### config.mk
export PLATFORM = sky130hd
export DESIGN_NAME = vrv_isqrt
export DESIGN_NICKNAME = d
export VERILOG_FILES = /design/src/vrv_isqrt.sv
export SDC_FILE = /design/constraint.sdc
export NUM_CORES = 1
export LEC_CHECK = 0
export BUFFER_PORTS_ARGS = -buffer_cell sky130_fd_sc_hd__clkbuf_2
export CAP_MARGIN = 20
export CORE_AREA = 2 2 134 136
export DETAILED_ROUTE_END_ITERATION = 10
export DIE_AREA = 0 0 136 138
export PLACE_DENSITY = 0.7
export SLEW_MARGIN = 10
export SYNTH_ARGS = -nofsm -noshare
export SYNTH_HDL_FRONTEND = slang
export SYNTH_SLANG_ARGS = --single-unit
### constraint.sdc
create_clock -name clock -period 12.5 [get_ports clock]
set_clock_uncertainty 0.05 [all_clocks]
set_input_delay 1.25 -clock clock [delete_from_list [all_inputs] [get_ports clock]]
set_output_delay 1.25 -clock clock [all_outputs]
set_load 0.02 [all_outputs]
### src/vrv_isqrt.sv
// Bit-serial integer square root, one root bit per cycle
`default_nettype none
module vrv_isqrt (
   input  wire logic        clock,
   input  wire logic        reset,
   input  wire logic        start,
   input  wire logic [35:0] radicand,
   output logic             done,
   output logic [17:0]      root
);
   logic [35:0] rem_ff, rem_in;
   logic [35:0] root_ff, root_in;
   logic [35:0] bit_ff, bit_in;
   logic        busy_ff, busy_in;
   logic [35:0] trial;
   always_comb begin
      rem_in = rem_ff; root_in = root_ff; bit_in = bit_ff; busy_in = busy_ff;
      trial = root_ff + bit_ff;
      if (start) begin
         rem_in = radicand; root_in = '0; bit_in = 36'h4_0000_0000; busy_in = 1'b1;
      end else if (busy_ff) begin
         if (rem_ff >= trial) begin
            rem_in  = rem_ff - trial;
            root_in = (root_ff >> 1) + bit_ff;
         end else begin
            root_in = root_ff >> 1;
         end
         bit_in = bit_ff >> 2;
         if (bit_ff[0]) busy_in = 1'b0;
      end
   end
   always_ff @(posedge clock) begin
      if (reset) busy_ff <= 1'b0;
      else busy_ff <= busy_in;
      rem_ff <= rem_in; root_ff <= root_in; bit_ff <= bit_in;
   end
   assign done = busy_ff && bit_ff[0];
   assign root = root_in[17:0];
endmodule
`default_nettype wire

==> impl_results.md <==
* Startpoint Class: flip-flop
* Gr usage total at 21.8%
* Fin worst setup slack at 5.43 ns
* Final setup fails at 0
* Worst slack, placed at 5.86 ns
* Post-DRT Antenna Nets at 0
* Port bufs at 57
* Kind of critical path: reg2out
* Initial antenna violation count at 0
* Seq/Total Area, Yosys at 28.4%
* Clk slew on worst S/H paths at 0.06 ns
* Most common library cells after synthesis: 112 x nand2_1, 107 x nor2_1, 74 x ha_1, 63 x a21oi_1, 62 x o21ai_0
* Number of synthesized flops with an enable pin at 36
* WP data required at 11.20 ns
* First-pass GRT wire length at 33,000 microns
* Grt total ovfl at 0
* Final cycle utilization of the critical path at 56.6%
* Die width at 136 microns
* DRT Pass-1 Iters at 5
* Worst-Skew Late Latency at 0.36 ns
* Remaining DRCs at 0
* TritonCTS Buffers at 9
* Ranking of synthesized cells by area: dfxtp_1 14%, edfxtp_1 14%, ha_1 12%
* Mapped Area at 7690 sq um
* Vias post-DR at 7,005
* Yosys top cell by area: dfxtp_1
* Critical path buffer and inverter count at 2
* Cell mode on critical path: nor2_1
* Yosys cell types at 61
* Static Leak at 3.39 nW
* RSZ-0062 raised after global routing: no
* CP max-delay cell: nor4_1
* H-tree depth at 3
* Syn nets at 1,061
* Sink Count at 91
* Worst-margin pin slew at 0.846 ns
* FMAX at 141 MHz
* PwrDens at 198 nW/um^2
* YS warnings at 0
* Ys flop type: dfxtp_1
* Setup TNS at 0 ns
* Hold WS at 0.485 ns
* CORE AREA at 17,500 sq um
* Peak VDD IR at 0.0882 mV
* Hold_buf cts at 0
* Post-cts sizing count at 0
* Async SR Flop Fraction at 0%
* Worst Path Max Fanout at 38
* Max-cap violations at 0
* Ant. Diodes at 0
* Drt total wl at 20,100 microns
* Maximum clock path buffer count at 2
* Worst min path class: reg2reg
* Vias in the first global route at 6,651
* CP max stage delay at 0.59 ns
* Num ports at 58
* DIE HEIGHT at 138 microns
* Crit path DAT at 5.77 ns
* Post-Syn Instances at 947
* Critical path cell sequence: ha_1, a31oi_1, o21bai_1, a31o_2, a21oi_4, o31ai_2, a221o_1, nor3_1, nor2_1, xnor2_1, ha_1, a21oi_1, o21ai_0, nor4_1, o31a_1, buf_4, nor2_1, nor2_1, nor2_1, a311oi_1, clkbuf_2
* Fin. Hold Viols at 0
* Setup Fix Bufs, Post-CTS at 0
* CTS tree: built
* Number of cells after detailed placement at 1,199
* Die Footprint at 18,800 sq um
* Root Buffer: clkbuf_16
* Most common cell in the synthesized netlist: nand2_1
* HPWL after DPL at 14,600 microns
* DR vias/cell at 5.77
* Fin cells at 1,215
* Area Overhead vs Synth at 10.6%
* Relative slew slack at 43.6%
* Site Rows at 49
* Syn avg cell area at 8.12 sq um
* Gpl congestion at 0.882
* Largest net degree at the start of global routing at 76
* Nets at 1,095
* FF+latch count, synth at 91
* Share of cells above drive strength 1 at 10.5%
* Final Max Tran Viols at 0
* Crit. End Element: output port
* Area fraction of the dominant cell type after synthesis at 14.3%
* Starting Density at 43.8%
* Delay-heaviest family, CP: compound AO/OA/AOI/OAI gates
* Detailed Route Iter0 Violations at 643
* Drt wl/cell at 16.5 microns
* Tmin final at 7.07 ns
* Status: complete, no violations
[worst paths after layout]
kind | startpoint | to | slack [ns] | cells past startpoint
worst max-delay path | root_ff[2] | root[14] | 5.43 | 21
worst min-delay path | root_ff[0] | root_ff[0] | 0.48 | 2
worst max register to register | bit_ff[0] | rem_ff[16] | 7.04 | 20
worst min register to register | root_ff[0] | root_ff[0] | 0.48 | 2
[sequential cells by signal, indices dropped and copies added (netlist names)]
| register | cells |
|---|---|
| rem_ff | 36 |
| busy_ff | 1 |
| bit_ff | 18 |
| root_ff | 36 |
[per-stage QoR]
stage	total power (W)	util, %	instance area [sq um]
CTS	0.00167	48.5	8500
global placement	0.00134	46.6	8170
global route	0.00182	48.5	8500
floorplan	0.00115	-	7690
finish	0.00168	48.5	8500
detailed placement	0.00135	46.6	8170
[layout by cell type (no fill, tap or decap), drive strengths merged, types with 10 or more instances in the layout]
cell,instances
nand2,112
nor2,107
o21ai,82
ha,74
clkbuf,68
a21oi,64
dfxtp,55
xor2,45
xnor2,36
edfxtp,36
a31oi,28
inv,22
a211oi,22
a21o,21
mux2i,20
nand3,16
a311oi,15
nor3,14
o21a,12
or3,12
and2,12
o21bai,10
[kinds of logic after synthesis]
family | Yosys count | share of synthesized area (%)
buf+inv | 61 | 3.12
xor+xnor | 81 | 9.23
compound gates | 298 | 25.3
fa+ha+maj | 75 | 12.3
mux | 27 | 3.63
flops | 91 | 28.4
simple gates | 314 | 18.0
[where the power goes]
group	internal, W	leakage (nW)	switching (W)
clock	0.000191	0.167	0.000126
combinational	0.000363	2.41	0.000546
sequential	0.000401	0.811	0.0000551
total	0.000955	3.39	0.000728
[routing by layer]
metal  vias up  part of all wire (%)  wire [microns]  global-route usage (%)
li1       3552                     -               -                       -
met1      3217                    48            9590                    31.5
met2       216                    44            8830                    33.2
met3        20                   7.0            1410                    4.55
met4         0                   1.2             250                    5.32
met5         -                     0               0                       0
[layout make-up]
type | count | area [sq um]
inverter | 21 | 78.8
multi-input combinational | 795 | 5290
sequential | 91 | 2180
timing repair buffer | 63 | 333
clock buffer | 12 | 267
clock inverter | 4 | 70.1
tap | 229 | 287
fill | 1756 | 9030
[worst min-delay path, cell delays in order (launching register included)]
cell      delay [ns]
dfxtp_1         0.33
nor2_1          0.09
a311oi_1        0.07
Note: power is estimated with default switching activity, not from simulation.
