--- config.mk ---
export PLATFORM = sky130hd
export DESIGN_NAME = vrv_ram
export DESIGN_NICKNAME = d
export VERILOG_FILES = /design/src/vrv_ram.sv
export SDC_FILE = /design/constraint.sdc
export NUM_CORES = 1
export LEC_CHECK = 0
export ABC_AREA = 1
export BUFFER_PORTS_ARGS = -buffer_cell sky130_fd_sc_hd__buf_4
export CELL_PAD_IN_SITES_DETAIL_PLACEMENT = 0
export CELL_PAD_IN_SITES_GLOBAL_PLACEMENT = 1
export CORE_ASPECT_RATIO = 1.2
export CORE_MARGIN = 5
export CORE_UTILIZATION = 34
export CTS_BUF_LIST = sky130_fd_sc_hd__clkbuf_4
export CTS_CLUSTER_DIAMETER = 100
export DETAILED_ROUTE_END_ITERATION = 16
export HOLD_SLACK_MARGIN = 0.03
export PLACE_DENSITY_LB_ADDON = 0.1
export RECOVER_POWER = 25
export SLEW_MARGIN = 5
export SYNTH_ARGS = -nofsm -noshare
export SYNTH_HDL_FRONTEND = slang
export SYNTH_SLANG_ARGS = --single-unit
--- constraint.sdc ---
create_clock -name clock -period 3.6 [get_ports clock]
set_input_delay 0.36 -clock clock [delete_from_list [all_inputs] [get_ports clock]]
set_output_delay 0.36 -clock clock [all_outputs]
set_load 0.005 [all_outputs]
--- src/vrv_ram.sv ---
// Generic single-port-write RAM with registered read
`default_nettype none
module vrv_ram #(
   parameter int Width = 16,
   parameter int Depth = 64
) (
   input  wire logic                     clock,
   input  wire logic                     wr_en,
   input  wire logic [$clog2(Depth)-1:0] wr_addr,
   input  wire logic [Width-1:0]         wr_data,
   input  wire logic [$clog2(Depth)-1:0] rd_addr,
   output logic [Width-1:0]              rd_data
);
   logic [Width-1:0] mem_ff [Depth];
   always_ff @(posedge clock) begin
      if (wr_en) mem_ff[wr_addr] <= wr_data;
      rd_data <= mem_ff[rd_addr];
   end
endmodule
`default_nettype wire

==> metrics.md <==
| Metric | Value |
|---|---|
| Die Ht | 395 um |
| DR iter-0 viols | 2175 |
| Period utilization | 92.4% |
| Status | finished, violations left |
| Adder-Cell Fraction of Synth Area | 0% |
| Crit path max-delay family | buffers and inverters |
| Die width | 331 um |
| Maximum number of pins on one net before global-route repair | 129 |
| First-pass GRT wire length | 192000 um |
| Total CTS buffers | 295 |
| CTS clk-pin slew, worst paths | 50 ps |
| Worst r2r src | mem_ff[47][2] |
| Gates resized, CTS repair | 0 |
| Most frequent CP cell | nand3_1 |
| Post-Syn Instances | 3517 |
| CORE AREA | 0.123 sq mm |
| Starting Density | 34.2% |
| Top cell type by total area after synthesis | edfxtp_1 |
| Fin. max-slew vios | 910 |
| Area growth, synth to finish | 14.4% |
| Cell area power density | 531 mW/mm^2 |
| Share of layout cells above drive strength 1 | 15.3% |
| R2r endpoint | rd_data[2] |
| CTS Hold Buffers Added | 40 |
| Sequential share of the synthesized area | 73.8% |
| Maximum VDD drop | 0.289 mV |
| Crit. End Element | flop |
| Achievable clock frequency | 0.301 GHz |
| Simple-Gate Fraction of Synth Area | 22.7% |
| Drt via density | 5.02 |
| Mapped Nets | 3547 |
| Grt total ovfl | 0 |
| Async SR Flop Fraction | 0% |
| Number of I/O pins | 46 |
| Row count | 141 |
| Worst hold path startpoint | rd_addr[3] |
| Root Buffer | clkbuf_4 |
| Vias | 28200 |
| Final Skew | 53.7 ps |
| Flop2flop setup slack | 740 ps |
| Final Net Count | 3818 |
| XOR/XNOR Fraction of Synth Area | 0% |
| CP peak stage delay | 560 ps |
| Mapped Avg Cell Area | 12.0 sq um |
| Drt pass-1 iters | 5 |
| Worst Path Arrival | 4370 ps |
| Final hold vios | 0 |
| Seq cells post-synth | 1040 |
| Endpoint, Worst Hold | rd_data[4] |
| Netlist cell types | 16 |
| Ys flop type | edfxtp_1 |
| # setup viols final | 0 |
| Setup ws final | 274 ps |
| Final Power | 25.6 mW |
| Largest cells by area after synthesis | edfxtp_1 73%, nand2_1 12%, nand3_1 10% |
| DP HPWL | 71700 um |
| Worst slew pin tran | 3860 ps |
| HP Class | in2reg |
| Critical path class | in2reg |
| Post-CTS Setup Bufs | 0 |
| CP max stage cell | dlygate4sd3_1 |
| Max_slew headroom | -157% |
| Post-route ant nets | 0 |
| H-tree Lvls | 5 |
| RSZ-0062 raised after global routing | false |
| # port buffers | 45 |
| Share of Yosys cell area claimed by the top area cell type | 73.0% |
| Tot GR Track Use | 19.7% |
| Post-synthesis mux area share | 0% |
| Cells on worst reg2reg path | 11 |
| CP Cell Sequence | dlygate4sd3_1 > buf_8 > inv_8 > buf_12 > nand3_1 > nand3_1 > nand2_1 > nand2_1 > nand3_1 > nand3_1 > dlygate4sd3_1 > nand2_1 > dlygate4sd3_1 |
| Main combinational cell family by area after synthesis | simple AND/OR/NAND/NOR gates |
| Cell count of the worst hold path | 6 |
| Post-route DRC | 0 |
| Element type at the critical path start | input port |
| Routed wire length | 132000 um |
| Crit path buffers/inverters | 6 |
| Mapped cell area | 0.0421 sq mm |
| Max-cap violation count | 14 |
| CTS tree | built |
| Post-synth EDFFs | 1024 |
| Yosys warnings | 0 |
| Synth top cells by count | 1296 x nand2_1, 1024 x edfxtp_1, 871 x nand3_1 |
| Clk buf depth | 4 |
| Vias in the first global route | 28000 |
| Compound-Gate Fraction of Synth Area | 0% |
| Most common cell in the netlist | nand2_1 |
| Sum Neg Setup Slack | 0 ps |
| GP Congestion | 0.761 |
| Worst Path Required | 4640 ps |
| Clock Latency Late Sink | 1180 ps |
| Clk sinks | 1040 |
| Drt wl/cell | 23.4 um |
| CP Max Fanout | 65 |
| Pre-CTS setup slack | 626 ps |
| P_leak | 17.5 nW |
| Die Footprint | 0.131 sq mm |
| Initial antenna violation count | 7 |
| Post-layout min period | 3330 ps |
| Violated checks | max-capacitance violations, max-slew violations |
[logic make-up (layout without fill, tap and decap cells)]
group | count (synthesis) | after routing
other | 0 | 6
DFF | 1040 | 1040
buffers and inverters | 237 | 696
and+or+nand+nor | 2240 | 2240
[per-stage QoR]
step | utilization, % | hold WS, ps | instance area (sq um) | cells
after global routing | 39.1 | 217 | 48100 | 5622
after detailed placement | 36.0 | 742 | 44300 | 5095
after global placement | 36.0 | 743 | 44300 | 5095
final | 39.1 | 321 | 48200 | 5626
after CTS | 39.1 | 119 | 48200 | 5620
after floorplan | - | 459 | 42100 | 3517
[flip-flops by register name, summed over array words and instances, names as in the netlist]
register  cells
mem_ff     1024
rd_data      16
[cells in the final DEF (no fill, tap or decap)]
master	netlist	layout
bufinv_16	0	1
diode_2	0	6
inv_4	0	1
clkbuf_2	0	1
inv_16	0	1
nand3_1	871	871
nor2_1	56	56
buf_12	0	23
inv_2	2	6
edfxtp_1	1024	1024
nand4_1	9	9
clkinv_1	0	35
nand2_1	1296	1296
buf_4	19	120
inv_1	9	8
clkbuf_1	26	13
clkbuf_4	0	441
dlygate4sd3_1	0	40
dfxtp_1	16	16
clkinv_2	0	3
nor4_2	0	8
buf_8	1	2
inv_8	1	1
[worst reg2reg max path, stage by stage (launching register included)]
cell and delay (ps):
edfxtp_1 370, nand2_1 80, nand3_1 80, nand3_1 200, nand2_1 120, nand2_1 70, dlygate4sd3_1 550, nand3_1 70
nand3_1 80, dlygate4sd3_1 560, nand2_1 40, dlygate4sd3_1 550
[how the worst max path moves through the flow]
stage,from,endpoint,depth (start not counted)
2_1_floorplan,wr_en,mem_ff[48][0],3
4_1_cts,rd_addr[1],rd_data[2],13
3_3_place_gp,rd_addr[1],rd_data[5],10
5_1_grt,wr_data[5],mem_ff[37][5],2
3_5_place_dp,rd_addr[1],rd_data[5],10
6_report,rd_addr[1],rd_data[2],13
[routing by layer]
| metal | wire [um] | track usage (%) | vias to the layer above | share of wire (%) |
|---|---|---|---|---|
| li1 | - | - | 13100 | - |
| met1 | 56900 | 26.0 | 14000 | 43 |
| met2 | 64000 | 32.5 | 884 | 49 |
| met3 | 7570 | 4.06 | 174 | 5.8 |
| met4 | 3040 | 7.08 | 2 | 2.3 |
| met5 | 13 | 0 | - | 0.0099 |
[report_power, final]
part           leakage [nW]  internal [mW]  total (mW)  switching (mW)
Clock                  2.13           5.60        10.4            4.79
Combinational          6.06          0.428        1.71            1.28
Sequential             9.35           13.4        13.5          0.0358
Total                  17.5           19.5        25.6            6.11
[layout make-up]
class / instances / area [sq um]
sequential: 1040 / 31100
antenna: 6 / 15.0
multi-input combinational: 2240 / 9590
timing repair buffer: 199 / 1850
clock inverter: 44 / 195
fill: 12000 / 75000
tap: 1644 / 2060
inverter: 12 / 71.3
clock buffer: 441 / 3310
Note: power is estimated with default switching activity, not from simulation.
