[src/vrv_divider.sv]
// Restoring divider, one quotient bit per cycle, 32-bit saturated quotient
`default_nettype none
module vrv_divider #(
   parameter int NumWidth = 48,
   parameter int DenWidth = 20
) (
   input  wire logic                clock,
   input  wire logic                reset,
   input  wire logic                start,
   input  wire logic [NumWidth-1:0] numer,
   input  wire logic [DenWidth-1:0] denom,
   output logic                     done,
   output logic [31:0]              quot
);
   localparam int CntW = $clog2(NumWidth + 1);
   logic [NumWidth-1:0] q_ff, q_in;
   logic [DenWidth:0]   r_ff, r_in;
   logic [DenWidth-1:0] d_ff, d_in;
   logic [CntW-1:0]     cnt_ff, cnt_in;
   logic                busy_ff, busy_in;
   logic [DenWidth:0]   shifted;
   always_comb begin
      q_in = q_ff; r_in = r_ff; d_in = d_ff; cnt_in = cnt_ff; busy_in = busy_ff;
      shifted = {r_ff[DenWidth-1:0], q_ff[NumWidth-1]};
      if (start) begin
         q_in = numer; r_in = '0; d_in = denom;
         cnt_in = CntW'(NumWidth); busy_in = 1'b1;
      end else if (busy_ff) begin
         if (shifted >= {1'b0, d_ff}) begin
            r_in = shifted - {1'b0, d_ff};
            q_in = {q_ff[NumWidth-2:0], 1'b1};
         end else begin
            r_in = shifted;
            q_in = {q_ff[NumWidth-2:0], 1'b0};
         end
         cnt_in = cnt_ff - 1'b1;
         if (cnt_ff == CntW'(1)) busy_in = 1'b0;
      end
   end
   always_ff @(posedge clock) begin
      if (reset) busy_ff <= 1'b0;
      else busy_ff <= busy_in;
      q_ff <= q_in; r_ff <= r_in; d_ff <= d_in; cnt_ff <= cnt_in;
   end
   assign done = busy_ff && (cnt_ff == CntW'(1));
   assign quot = (q_in >> 32) != '0 ? 32'hFFFF_FFFF : q_in[31:0];
endmodule
`default_nettype wire

[config.mk]
export PLATFORM = sky130hd
export DESIGN_NAME = vrv_divider
export DESIGN_NICKNAME = d
export VERILOG_FILES = /design/src/vrv_divider.sv
export SDC_FILE = /design/constraint.sdc
export NUM_CORES = 1
export LEC_CHECK = 0
export BUFFER_PORTS_ARGS = -buffer_cell sky130_fd_sc_hd__buf_4
export CAP_MARGIN = 20
export CORE_ASPECT_RATIO = 1.2
export CORE_UTILIZATION = 50
export DETAILED_ROUTE_END_ITERATION = 8
export PLACE_DENSITY = 0.73
export SETUP_SLACK_MARGIN = 0.15
export SLEW_MARGIN = 20
export SYNTH_ARGS = -nofsm -noshare
export SYNTH_HDL_FRONTEND = slang
export SYNTH_SLANG_ARGS = --single-unit
[constraint.sdc]
create_clock -name clock -period 2.9 [get_ports clock]
set_clock_uncertainty 0.1 [all_clocks]
set_input_delay 0.29 -clock clock [delete_from_list [all_inputs] [get_ports clock]]
set_output_delay 0.29 -clock clock [all_outputs]
set_load 0.01 [all_outputs]
==> flow_metrics.py, run 1 <==
metrics = {
    "setup_path": {
        "worstPathArrival_ns": 2.42,
        "worstSetupStartpoint": "d_ff[4]",
        "ff2ff_setup_slack_ns": 0.14,
        "r2r-start": "d_ff[0]",
        "endpoint_kind": "output port",
        "crit_chain": "inv_1, ha_1, nand3_1, o21bai_4, a211oi_2, or3_4, a41o_4, o21ai_4, nand3_2, buf_4",
        "cpPeakStageDelay_ns": 0.36,
        "worstSetupStartpointType": "register",
        "required_ns": 2.51,
        "reg2reg_to": "r_ff[14]",
        "slowest_stage": "edfxtp_1",
        "worstPathMaxFanout": 4,
        "worstRegToRegCells": 10,
        "crit_end": "quot[0]",
        "criticalPathCategory": "reg2out",
        "crit_family": "compound AO/OA/AOI/OAI gates",
        "crit_cells": 10,
        "critPathBufInv": 2,
    },
    "yosys": {
        "syn_nets": 698,
        "avgSynthCellArea_um2": 8.90,
        "synth_edf_count": 20,
        "seq_area_frac_synth_pct": 39.1,
        "async_flop_share_pct": 0,
        "ys_ff_latch": 95,
        "syn_area_um2": 5380,
        "syn_inst": 604,
        "synth-main-ff-cell": "dfxtp_1",
        "yosysWarnings": 0,
        "synth_cell_type_count": 61,
    },
    "clock_tree": {
        "clk_pin_slew_ns": 0.07,
        "insertion_delay_ns": 0.34,
        "numCtsBuffers": 9,
        "cts_sinks": 95,
        "h-tree-depth": 3,
        "clk_path_buf_depth": 2,
        "clockRootBuffer": "clkbuf_16",
        "cts_tree": "done",
    },
    "layout": {
        "area_growth_pct": 34.5,
        "post_route_cells_drive_above_1_share_pct": 31.9,
        "layout.cells.non_filler": 856,
        "ff_latch_area_um2": 2110,
        "final_common_cell": "buf_4",
        "final_cell_mix": "buf_4, nand2_1, dfxtp_1",
        "fin_util_pct": 69.1,
        "multiInputGateArea_um2": 3330,
        "finalNetCount": 816,
        "num-fill-cells": 806,
        "antenna_cells": 0,
    },
    "power": {
        "power_frac_clock_pct": 32.0,
        "p_total_w": 0.00383,
        "pwr_density_cell_nw_per_um2": 529,
        "sw_frac_of_total_pct": 30.2,
        "p_leak_nw": 3.04,
        "pwr-share-comb_pct": 26.9,
        "seqPwrFrac_pct": 41.1,
        "p_int_w": 0.00267,
        "irDropWorstVdd_mv": 0.429,
        "p_sw_w": 0.00116,
    },
    "die": {
        "ioPinCount": 104,
        "core_area_um2": 10500,
        "rows": 41,
        "die_h_um": 116,
        "initial_core_util_pct": 51.4,
        "die_area_um2": 11200,
        "die_w_um": 96.7,
    },
    "sta": {
        "fmax_mhz": 356,
        "hold_viol_final": 0,
        "worst_slack_ns": 0.0894,
        "slew_headroom_pct": 48.8,
        "fin_crit_ns": 2.81,
        "slew_violations": 0,
        "rsz0062_at_grt": "yes",
        "setup_viol": 0,
        "post-route-period-util_pct": 96.9,
        "tightest_slew_ns": 0.768,
        "setup_tns_ns": 0,
    },
    "route": {
        "drc": 0,
        "via_per_inst": 5.64,
        "vias": 4832,
        "drt_pre_antenna_iters": 4,
        "drtAntennaViolNets": 0,
        "drtIter0Drc": 268,
        "wl_per_cell_um": 15.8,
        "totalWireLength_mm": 13.5,
    },
    "run": {
        "cap_violations": 0,
    },
    "global_route": {
        "overflow": 0,
        "grtUsageTotal_pct": 23.2,
        "grt_max_degree": 71,
        "grt_pass1_vias": 4666,
        "antenna_found_initial": 0,
        "grt_pass1_wl_mm": 21.3,
    },
    "worst_hold_path": {
        "holdCritPathClass": "in2reg",
    },
    "place": {
        "place.gp.congestion": 0.941,
        "portBuffers": 103,
        "hpwl_mm": 8.86,
        "place_inst": 823,
        "pre_cts_ws_ns": 0.0585,
    },
    "outcome": {
        "status": "completed",
    },
}
[registers in the layout (all words and copies together), names as in the netlist]
signal / count
busy_ff: 1
cnt_ff: 6
d_ff: 20
q_ff: 48
r_ff: 20
[what timing repair did]
action	in CTS	in global routing
setup endpoints to repair	28	51
cloned	0	1
hold buffers	1	0
buffers inserted	7	8
hold endpoints to repair	1	0
resized for setup	32	57
pin swaps	13	10
[synth_stat cells (all sizes together), types with 3 or more instances]
master	count	share of area, %
clkbuf	21	1.5
or3	4	0.47
nand2	85	6.2
xnor2	8	1.3
nor4	8	0.93
o21bai	4	0.56
buf	17	2.4
a211o	3	0.49
a21oi	18	1.7
mux2i	50	9.3
a211oi	10	1.4
edfxtp	20	11
nor3	11	1.0
nand2b	37	4.3
nor3b	5	0.70
o21ai	58	5.4
nand3	9	0.84
a21o	6	0.84
xor2	6	0.98
nor2	37	2.6
nand4	4	0.47
a311oi	11	2.6
a31oi	5	0.58
ha	22	5.1
inv	29	2.0
o31ai	5	0.95
o21a	5	0.70
and3	3	0.44
dfxtp	75	28
[power by group through the flow]
stage | Clock [W] | Sequential [W] | Combinational, W
2_1_floorplan | 0 | 0.00157 | 0.000628
3_3_place_gp | 0 | 0.00159 | 0.000836
3_5_place_dp | 0 | 0.00160 | 0.000851
4_1_cts | 0.00124 | 0.00157 | 0.000924
5_1_grt | 0.00131 | 0.00159 | 0.00112
6_report | 0.00122 | 0.00157 | 0.00103
[kinds of logic (layout without fill, tap and decap cells)]
group	count (synthesis)	after routing	synth area share, %
AND/OR/NAND/NOR	213	213	19.3
buffers and inverters	68	190	5.94
adder cells (fa/ha/maj)	23	23	5.49
AO/OA/AOI/OAI	141	142	18.6
multiplexers	50	50	9.31
XOR/XNOR	14	14	2.28
flip-flops	95	95	39.1
[worst min path at each step]
stage          startpoint        to  cells after the start
2_1_floorplan       reset   busy_ff                      1
3_3_place_gp        reset   busy_ff                      2
3_5_place_dp        reset   busy_ff                      2
4_1_cts         denom[11]  d_ff[11]                      1
5_1_grt         denom[11]  d_ff[11]                      1
6_report        denom[14]  d_ff[14]                      1
[routing by layer]
metal / part of all wire (%) / global-route usage, %
met2: 51 / 42.1
met1: 41 / 26.6
met4: 2.2 / 7.86
met3: 5.2 / 5.85
met5: 0 / 0
[cell type report]
cell class	instances	area share (%)
tap	129	2.23
sequential	95	29.2
timing repair buffer	144	16.8
clock buffer	10	3.17
multi-input combinational	442	46.1
clock inverter	6	1.02
inverter	30	1.56
[per-stage QoR]
step	hold slack (ns)	area, um2
4_1_cts	0.00976	6860
6_report	0.0179	7230
3_3_place_gp	0.341	6330
5_1_grt	0.00367	7230
2_1_floorplan	0.262	5390
3_5_place_dp	0.343	6330
Power figures use the tool's default switching activity.
==> run 2, diff against run 1 <==
REMOVE_ABC_BUFFERS = 1   (was unset)
==> flow_metrics.py, run 2 (same netlist as run 1, synthesis figures left out) <==
metrics = {
    "outcome": {
        "status": "finished, violations left",
        "violations": "negative setup slack",
    },
    "power": {
        "p_leak_nw": 3.00,
        "pwr_density_cell_nw_per_um2": 520,
        "irDropWorstVdd_mv": 0.303,
    },
    "layout": {
        "final_cell_mix": "buf_4, nand2_1, dfxtp_1",
        "stdcell_area_um2": 7200,
        "fin_util_pct": 68.8,
        "final_common_cell": "buf_4",
        "finalNetCount": 828,
        "antenna_cells": 0,
        "post_route_cells_drive_above_1_share_pct": 31.8,
        "largest_reg_flops": 48,
        "top_register": "q_ff",
        "largest_registers": "q_ff (48), d_ff (20), r_ff (20)",
        "area_growth_pct": 34.0,
    },
    "place": {
        "hpwl_mm": 9.00,
        "place.gp.congestion": 0.960,
        "portBuffers": 103,
        "post_dp_cell_area_um2": 6300,
    },
    "die": {
        "rows": 41,
        "ioPinCount": 104,
        "initial_core_util_pct": 51.4,
        "die_area_um2": 11200,
        "core_area_um2": 10500,
        "die_h_um": 116,
        "die_w_um": 96.7,
    },
    "sta": {
        "post-route-period-util_pct": 108,
        "fin_crit_ns": 3.12,
        "tightest_slew_ns": 0.699,
        "slew_violations": 0,
        "setup_tns_ns": -0.264,
        "hold_viol_final": 0,
        "slew_headroom_pct": 53.2,
        "worst_slack_ns": -0.221,
        "setup_viol": 2,
        "fmax_mhz": 320,
        "rsz0062_at_grt": "yes",
    },
    "clock_tree": {
        "cts_tree": "done",
        "clk_pin_slew_ns": 0.07,
        "numCtsBuffers": 9,
        "cts_sinks": 95,
        "insertion_delay_ns": 0.35,
        "clockRootBuffer": "clkbuf_16",
        "h-tree-depth": 3,
        "clk_path_buf_depth": 2,
    },
    "setup_path": {
        "endpoint_kind": "output port",
        "required_ns": 2.51,
        "worstRegToRegCells": 9,
        "r2r-start": "d_ff[0]",
        "worstSetupStartpointType": "register",
        "ff2ff_setup_slack_ns": -0.04,
        "worstPathMaxFanout": 2,
        "criticalPathCategory": "reg2out",
        "worstPathArrival_ns": 2.73,
        "reg2reg_to": "r_ff[12]",
    },
    "worst_hold_path": {
        "holdPathEnd": "d_ff[0]",
        "hold_depth": 1,
        "holdCritPathClass": "in2reg",
        "min_from": "denom[0]",
    },
    "run": {
        "cap_violations": 0,
    },
    "route": {
        "totalWireLength_mm": 14.5,
        "drtIter0Drc": 281,
        "drtAntennaViolNets": 0,
        "via_per_inst": 5.74,
        "drt_pre_antenna_iters": 7,
        "wl_per_cell_um": 16.7,
        "drc": 0,
        "vias": 4982,
    },
    "global_route": {
        "grtUsageTotal_pct": 23.3,
        "overflow": 0,
        "grt_max_degree": 66,
        "grt_pass1_vias": 4656,
        "antenna_found_initial": 0,
        "grt_pass1_wl_mm": 21.2,
    },
}
==> run 2: power breakdown <==
group | switching, W | leakage, nW | internal, W
Combinational | 0.000558 | 2.04 | 0.000512
Sequential | 0.0000866 | 0.823 | 0.00149
Clock | 0.000518 | 0.137 | 0.000586
Total | 0.00116 | 3.00 | 0.00258
==> run 2: worst max path at each step <==
stage          slack, ns  endpoint  depth (start not counted)  startpoint
6_report           -0.22   quot[0]                         11     d_ff[6]
3_5_place_dp        0.03   r_ff[6]                         10     d_ff[1]
5_1_grt            -0.26   quot[0]                         11     d_ff[6]
2_1_floorplan      -1.73   quot[0]                          5     busy_ff
3_3_place_gp        0.08  r_ff[18]                          9     d_ff[3]
4_1_cts            -0.13   quot[0]                         11     d_ff[1]
==> run 2: final cells by class <==
type                            count  area, um2
Tap cell                          129        161
Inverter                           30        113
Clock inverter                      6       45.0
Multi-Input combinational cell    442       3290
Timing Repair Buffer              156       1260
Clock buffer                       10        229
Sequential cell                    95       2110
Fill cell                         796       3260
==> run 2: metal layers <==
layer  part of all wire, %  up-vias  track usage (%)
met5                     0        -                0
li1                      -     2410                -
met4                   3.9        0             12.6
met2                    50      238             39.8
met3                   8.0       69             6.94
met1                    39     2265             26.5
==> run 2: metrics by stage <==
stage               total power [W]  setup slack [ns]  hold slack, ns  std cells
finish                      0.00374            -0.221          0.0133        868
global route                0.00392            -0.257         0.00368        868
CTS                         0.00358            -0.132          0.0114        849
detailed placement          0.00243            0.0277           0.338        822
global placement            0.00240            0.0812           0.342        822
floorplan                   0.00215             -1.73           0.258        566
==> run 2: worst max-delay path, stage by stage (launching register included) <==
cell and delay, ns:
edfxtp_1 0.38, inv_1 0.07, ha_1 0.24, a21o_1 0.20
a21oi_2 0.20, o21ai_2 0.11, or3_4 0.40, buf_6 0.13
a41o_1 0.21, o21ai_2 0.19, nand3_1 0.10, buf_4 0.15
==> run 2: what timing repair did <==
action                                  in CTS  in global routing
hold buffers                                 1                  0
endpoints found under the setup margin      15                 51
gates cloned                                 0                  2
hold endpoints to repair                     1                  0
pin swaps                                   11                 25
buffers inserted                            10                 17
resized for setup                           16                 51
